===== src/rtl/glos_pkg.sv =====
package glos_pkg;

  localparam int unsigned GRID_WIDTH  = 256;
  localparam int unsigned GRID_HEIGHT = 256;

  localparam int unsigned XW      = $clog2(GRID_WIDTH);
  localparam int unsigned YW      = $clog2(GRID_HEIGHT);
  localparam int unsigned ADDR_W  = XW + YW;
  localparam int unsigned DEPTH   = 2 ** ADDR_W;
  localparam int unsigned GRID_MAX_W = (XW > YW) ? XW : YW;
  localparam int unsigned COORD_W = ((GRID_MAX_W > 8) ? GRID_MAX_W : 8) + 2;

  localparam logic KIND_WRITE = 1'b0;
  localparam logic KIND_QUERY = 1'b1;

  typedef logic signed [COORD_W-1:0] coord_t;
  typedef logic [ADDR_W-1:0]         addr_t;

  typedef enum logic [2:0] {
    ST_IDLE,
    ST_STEP,
    ST_PROBE,
    ST_LAST,
    ST_DONE
  } state_e;

  typedef struct packed {
    logic [7:0] maj;
    logic [7:0] min;
    logic [7:0] dmaj;
    logic [7:0] dmin;
    logic [7:0] err;
    logic       maj_neg;
    logic       min_neg;
    logic       x_major;
    logic       aligned;
  } walk_t;

  typedef struct packed {
    logic [7:0] maj_next;
    logic [7:0] min_next;
    logic [7:0] err_next;
    addr_t      p0_addr;
    logic       p0_vld;
    addr_t      p1_addr;
    logic       p1_vld;
  } step_t;

  function automatic coord_t to_coord(input logic [7:0] v);
    return coord_t'({{(COORD_W-8){1'b0}}, v});
  endfunction

  function automatic logic in_grid(input coord_t x, input coord_t y);
    return (x >= 0) && (x < coord_t'(GRID_WIDTH)) && (y >= 0) && (y < coord_t'(GRID_HEIGHT));
  endfunction

  function automatic addr_t cell_addr(input coord_t x, input coord_t y);
    return (addr_t'(unsigned'(y)) << XW) | addr_t'(unsigned'(x));
  endfunction

endpackage


===== src/rtl/glos_step.sv =====
module glos_step (
  input  glos_pkg::walk_t walk_i,
  output glos_pkg::step_t step_o
);
  import glos_pkg::*;

  logic [8:0] err_sum;
  logic       take;
  logic [8:0] err_rem;
  logic [7:0] min_new;
  coord_t     maj_p;
  coord_t     min_c;
  coord_t     min_old_p;
  coord_t     min_new_p;
  coord_t     min_m1;
  coord_t     p0_min;
  coord_t     p1_min;
  coord_t     p0_x;
  coord_t     p0_y;
  coord_t     p1_x;
  coord_t     p1_y;

  always_comb begin
    err_sum = {1'b0, walk_i.err} + {1'b0, walk_i.dmin};
    take    = (err_sum >= {1'b0, walk_i.dmaj});
    err_rem = take ? (err_sum - {1'b0, walk_i.dmaj}) : err_sum;
    if (take) begin
      min_new = walk_i.min_neg ? (walk_i.min - 8'd1) : (walk_i.min + 8'd1);
    end else begin
      min_new = walk_i.min;
    end

    maj_p     = to_coord(walk_i.maj) - (walk_i.maj_neg ? coord_t'(1) : coord_t'(0));
    min_c     = to_coord(walk_i.min);
    min_old_p = min_c - (walk_i.min_neg ? coord_t'(1) : coord_t'(0));
    min_new_p = to_coord(min_new) - (walk_i.min_neg ? coord_t'(1) : coord_t'(0));
    min_m1    = min_c - coord_t'(1);

    // On an axis-aligned walk the two probes are the cells on either side of the line.
    p0_min = walk_i.aligned ? min_c  : min_old_p;
    p1_min = walk_i.aligned ? min_m1 : min_new_p;

    p0_x = walk_i.x_major ? maj_p  : p0_min;
    p0_y = walk_i.x_major ? p0_min : maj_p;
    p1_x = walk_i.x_major ? maj_p  : p1_min;
    p1_y = walk_i.x_major ? p1_min : maj_p;

    step_o.maj_next = walk_i.maj_neg ? (walk_i.maj - 8'd1) : (walk_i.maj + 8'd1);
    step_o.min_next = min_new;
    step_o.err_next = err_rem[7:0];
    step_o.p0_addr  = cell_addr(p0_x, p0_y);
    step_o.p0_vld   = (walk_i.aligned || take) && in_grid(p0_x, p0_y);
    step_o.p1_addr  = cell_addr(p1_x, p1_y);
    step_o.p1_vld   = (walk_i.aligned || (err_rem != 9'd0)) && in_grid(p1_x, p1_y);
  end

endmodule


===== config.mk =====
export PLATFORM = sky130hd
export DESIGN_NAME = glos_step
export DESIGN_NICKNAME = d
export VERILOG_FILES = /design/src/rtl/glos_pkg.sv /design/src/rtl/glos_step.sv
export SDC_FILE = /design/constraint.sdc
export NUM_CORES = 1
export LEC_CHECK = 0
export BUFFER_PORTS_ARGS = -buffer_cell sky130_fd_sc_hd__buf_4
export CAP_MARGIN = 40
export CORE_MARGIN = 2
export CORE_UTILIZATION = 54
export DETAILED_ROUTE_END_ITERATION = 8
export PLACE_DENSITY = 0.85
export SETUP_SLACK_MARGIN = 0.5
export SLEW_MARGIN = 20
export SYNTH_ARGS = -nofsm -noshare
export SYNTH_HDL_FRONTEND = slang
export SYNTH_SLANG_ARGS = --single-unit

===== constraint.sdc =====
create_clock -name vclk -period 5.7
set_input_delay 0 -clock vclk [all_inputs]
set_output_delay 0 -clock vclk [all_outputs]
set_load 0.02 [all_outputs]

### Word level (Yosys, flattened, before mapping)

Index checks and enable logic that the tools add are counted.

| storage, ports and cells | value |
|---|---|
| output and inout bits | 58 |
| input port bits | 44 |
| register bits after elaboration | 0 |
| word-level logic and storage cells | 44 |

| cells by class | value |
|---|---|
| bitwise gates (word level) | 2 |
| reductions and logical operators | 11 |
| add/subtract/negate cells | 10 |
| magnitude comparators | 9 |
| muxes and demuxes | 12 |

Operators with widths:

| kind | count |
|---|---|
| two-way mux 10 bit | 6 |
| greater-or-equal comparator 10 x 1 -> 1 bit (second input constant) | 4 |
| less-than comparator 10 bit (second input constant) | 4 |
| OR 16 x 10 -> 16 bit | 2 |
| two-way mux 8 bit | 3 |
| subtractor 8 x 1 -> 9 bit | 2 |
| adder 8 x 1 -> 8 bit (second input constant) | 2 |
| subtractor 8 x 1 -> 8 bit (second input constant) | 2 |
| subtractor 9 x 10 -> 10 bit | 1 |
| adder 8 x 8 -> 9 bit | 1 |
| greater-or-equal comparator 9 x 8 -> 1 bit | 1 |
| two-way mux 9 bit | 1 |
| nonzero test 9 bit | 1 |
| subtractor 8 x 1 -> 9 bit (second input constant) | 1 |
| subtractor 9 x 8 -> 9 bit | 1 |
| logical AND 1 bit | 8 |
| logical OR 1 bit | 2 |
| two-way mux 1 bit | 2 |

### Depth between registers and ports, before layout

| depth | value |
|---|---|
| depth in word-level cells | 11 |
| mapped depth | 21 |
| gate-level depth less buffers | 20 |

### Least setup slack after synthesis

No wires, ideal clock.

| path | value |
|---|---|
| path type | in2out |
| start | in walk_i[4] (netlist name) |
| end | out step_o[3] (netlist name) |
| stages | 20 |
| path buffers | 2 |
| data arrival time | 4,262 ps |
| required time | 5,700 ps |
| setup slack | 1,438 ps |
| cell sequence | ha_1 -> fa_1 -> a211o_1 -> a2111o_1 -> o311ai_0 -> ha_1 -> a21oi_1 -> o21ai_0 -> o21a_1 -> buf_4 -> nor2_2 -> buf_2 -> xnor2_1 -> ha_1 -> ha_1 -> nor2_1 -> a32oi_1 -> o32ai_1 -> a21o_1 -> mux2i_1 |

RTL lines:

| what | RTL line | RTL |
|---|---|---|
| from (decl) | glos_step.sv:2 | `input glos_pkg::walk_t walk_i,` |
| to (decl) | glos_step.sv:3 | `output glos_pkg::step_t step_o` |

==> reports/metrics.cfg <==
[die]
die_y_um = 78.3
die-area_um2 = 6140
num_io_pins = 102
initial_utilization_pct = 55.2
die_w_um = 78.3
cell_rows = 27
coreArea_um2 = 5410

[finish]
drive_gt1_share_pct = 26.1
syn2layout_area_growth_pct = 24.8
postLayoutCellArea_um2 = 3720
final.clkbuf_count = 0
multi_input_comb_area_um2 = 2690
finish.net_count = 583
diodes = 0
filler_cell_count = 505
final_cells = 570
nFlopsAndLatches = 0
seq_area_um2 = 0

[timing]
rsz_0062_raised_after_global_routing = no
drv_slew = 0
fin_crit_ns = 4.66
timing.setup.tns_ns = 0
tightest_slew_ns = 0.799
finalHoldViolations = 0
max-slew-margin-rel_pct = 46.6
finalSetupViolations = 0
holdWs_ns = 0.329
layout_worst_path_cycle_share_pct = 81.8
clock.fmax_ghz = 0.215

[global_routing]
antenna_found_initial = 0
grt_pass1_vias = 3383
grt_overflow_total = 0
grt_max_degree = 28
grt_pass1_wl_um = 15000
track_usage_pct = 28.5

[hold_path]
hold-path-cell-count = 3
holdCritPathClass = in2out
hold_start = walk_i[36]
holdPathEnd = step_o[50]

[setup_path]
critical-path-max-stage-delay_ns = 0.42
cp.buffers_inverters = 3
crit_path_frequent_cell = ha_1
timing.critical_path.slowest_stage_cell = fa_1
timing.setup.critical_path_class = in2out
cp_cell_sequence = buf_4 > ha_1 > fa_1 > a211o_1 > a2111o_1 > o311ai_0 > ha_1 > nand2_1 > o21ai_0 > o21a_1 > nor2_2 > buf_4 > xnor2_1 > ha_1 > ha_1 > nor2_1 > a32oi_1 > o32ai_1 > a21o_1 > mux2i_1 > buf_4
crit_path_max_fanout = 15
wp_data_arrival_ns = 4.66
cp_top_family = compound AO/OA/AOI/OAI gates
cp_data_required_time_ns = 5.70
worst_setup_path_end_kind = output pin
cp-start-kind = primary input

[detailed_routing]
routed_via_density = 6.13
route.antenna.remaining_nets = 0
via_count = 3496
detailedRoute.firstPassIterationCount = 5
routed_len_inst_um = 15.7
routed_wl_um = 8970
drt_iter0_drc = 171
detail_route.drc_violations = 0

[logic_synthesis]
ys_types = 72
synthesized_net_count = 499
syn-instance-count = 416
post_synth_instance_area_um2 = 2980
synth.yosys.seq_area_share_pct = 0
yosysWarningCount = 0
post_synth.cell_area_avg_um2 = 7.17

[placement]
placed_cells_incl_taps = 570
placed_cell_area_um2 = 3720
place.detailed.hpwl_um = 7460
place_congestion = 0.968
placement.io_buffers = 102

[flow_run]
maxCapViolCount = 0

[clocking]
cts_resized = 0
hold_buffers = 0
postCtsSetupBuffers = 0

[pwr]
p_per_area_nw_per_um2 = 206
vdd.ir_drop.worst_uv = 128
static-leakage-power_nw = 1.77

[status]
status = finished clean

layout by cell type, fill, tap and decap left out, drive strengths merged, types with 3 or more instances in the layout:
master / count
o311ai: 3
o2111ai: 3
nor3b: 6
o21ai: 19
nor4: 4
or3: 4
a21oi: 38
a31oi: 3
nand2: 32
and3b: 4
a2111oi: 4
and3: 4
a211oi: 10
o21a: 5
a21o: 9
nand4: 4
mux2i: 14
mux2: 3
nor3: 7
xor2: 13
inv: 43
o31a: 3
o22ai: 8
buf: 104
o21bai: 6
or4: 4
fa: 4
ha: 35
o31ai: 3
nor2b: 3
xnor2: 27
nand3: 15
o211ai: 5
nor2: 26
cell type report:
type,count,share of cell area (%)
multi-input combinational,351,72.3
timing repair buffer,104,21.0
inverter,43,4.33
tap,72,2.42
cell families after synthesis:
| group | after synthesis | synth area share, % |
|---|---|---|
| compound gates | 136 | 33.7 |
| xor+xnor | 40 | 12.4 |
| fa+ha+maj | 39 | 17.4 |
| buf+inv | 65 | 9.81 |
| mux | 17 | 5.95 |
| simple gates | 119 | 20.8 |
worst min-delay path: cells and delay by family:
kind,cells,cell delay [ns]
buffers and inverters,3,0.34
cells in the mapped netlist, drive strengths merged (5+ instances only):
master / count / area [um2]
o211ai: 5 / 37.5
xnor2: 27 / 255
o21ai: 19 / 98.9
inv: 43 / 161
nor3: 7 / 45.0
xor2: 13 / 114
ha: 35 / 438
o21bai: 6 / 48.8
a21oi: 38 / 198
a21o: 9 / 67.6
nand2: 32 / 123
clkbuf: 9 / 35.0
nor3b: 6 / 45.0
o21a: 5 / 37.5
buf: 13 / 96.3
nor2: 26 / 100
o22ai: 8 / 63.8
nand3: 15 / 75.1
a211oi: 10 / 85.1
mux2i: 14 / 140
how the worst max path moves through the flow:
stage          cells after the start   endpoint  startpoint
2_1_floorplan                     20  step_o[3]   walk_i[4]
5_1_grt                           21  step_o[3]   walk_i[4]
3_5_place_dp                      21  step_o[3]   walk_i[4]
6_report                          21  step_o[3]   walk_i[4]
3_3_place_gp                      21  step_o[3]   walk_i[4]
4_1_cts                           21  step_o[3]   walk_i[4]
metrics by stage:
| stage | power, mW | worst slack [ns] | util (%) |
|---|---|---|---|
| final | 0.765 | 1.04 | 68.9 |
| after global routing | 0.823 | 0.619 | 68.9 |
| after CTS | 0.757 | 1.05 | 68.9 |
| after detailed placement | 0.754 | 1.09 | 68.9 |
| after global placement | 0.746 | 1.28 | 68.9 |
| after floorplan | 0.512 | 1.44 | - |
where the power goes:
group / internal (mW) / switching, mW
Combinational: 0.314 / 0.451
Clock: 0 / 0
Sequential: 0 / 0
Total: 0.314 / 0.451
routing by layer:
metal	up-vias	track usage [%]	routed length [um]
met5	-	0	0
met3	15	1.95	573
li1	1701	-	-
met4	0	3.86	85
met1	1615	34.8	3870
met2	165	55.4	4440
(Power assumes the default switching activity.)
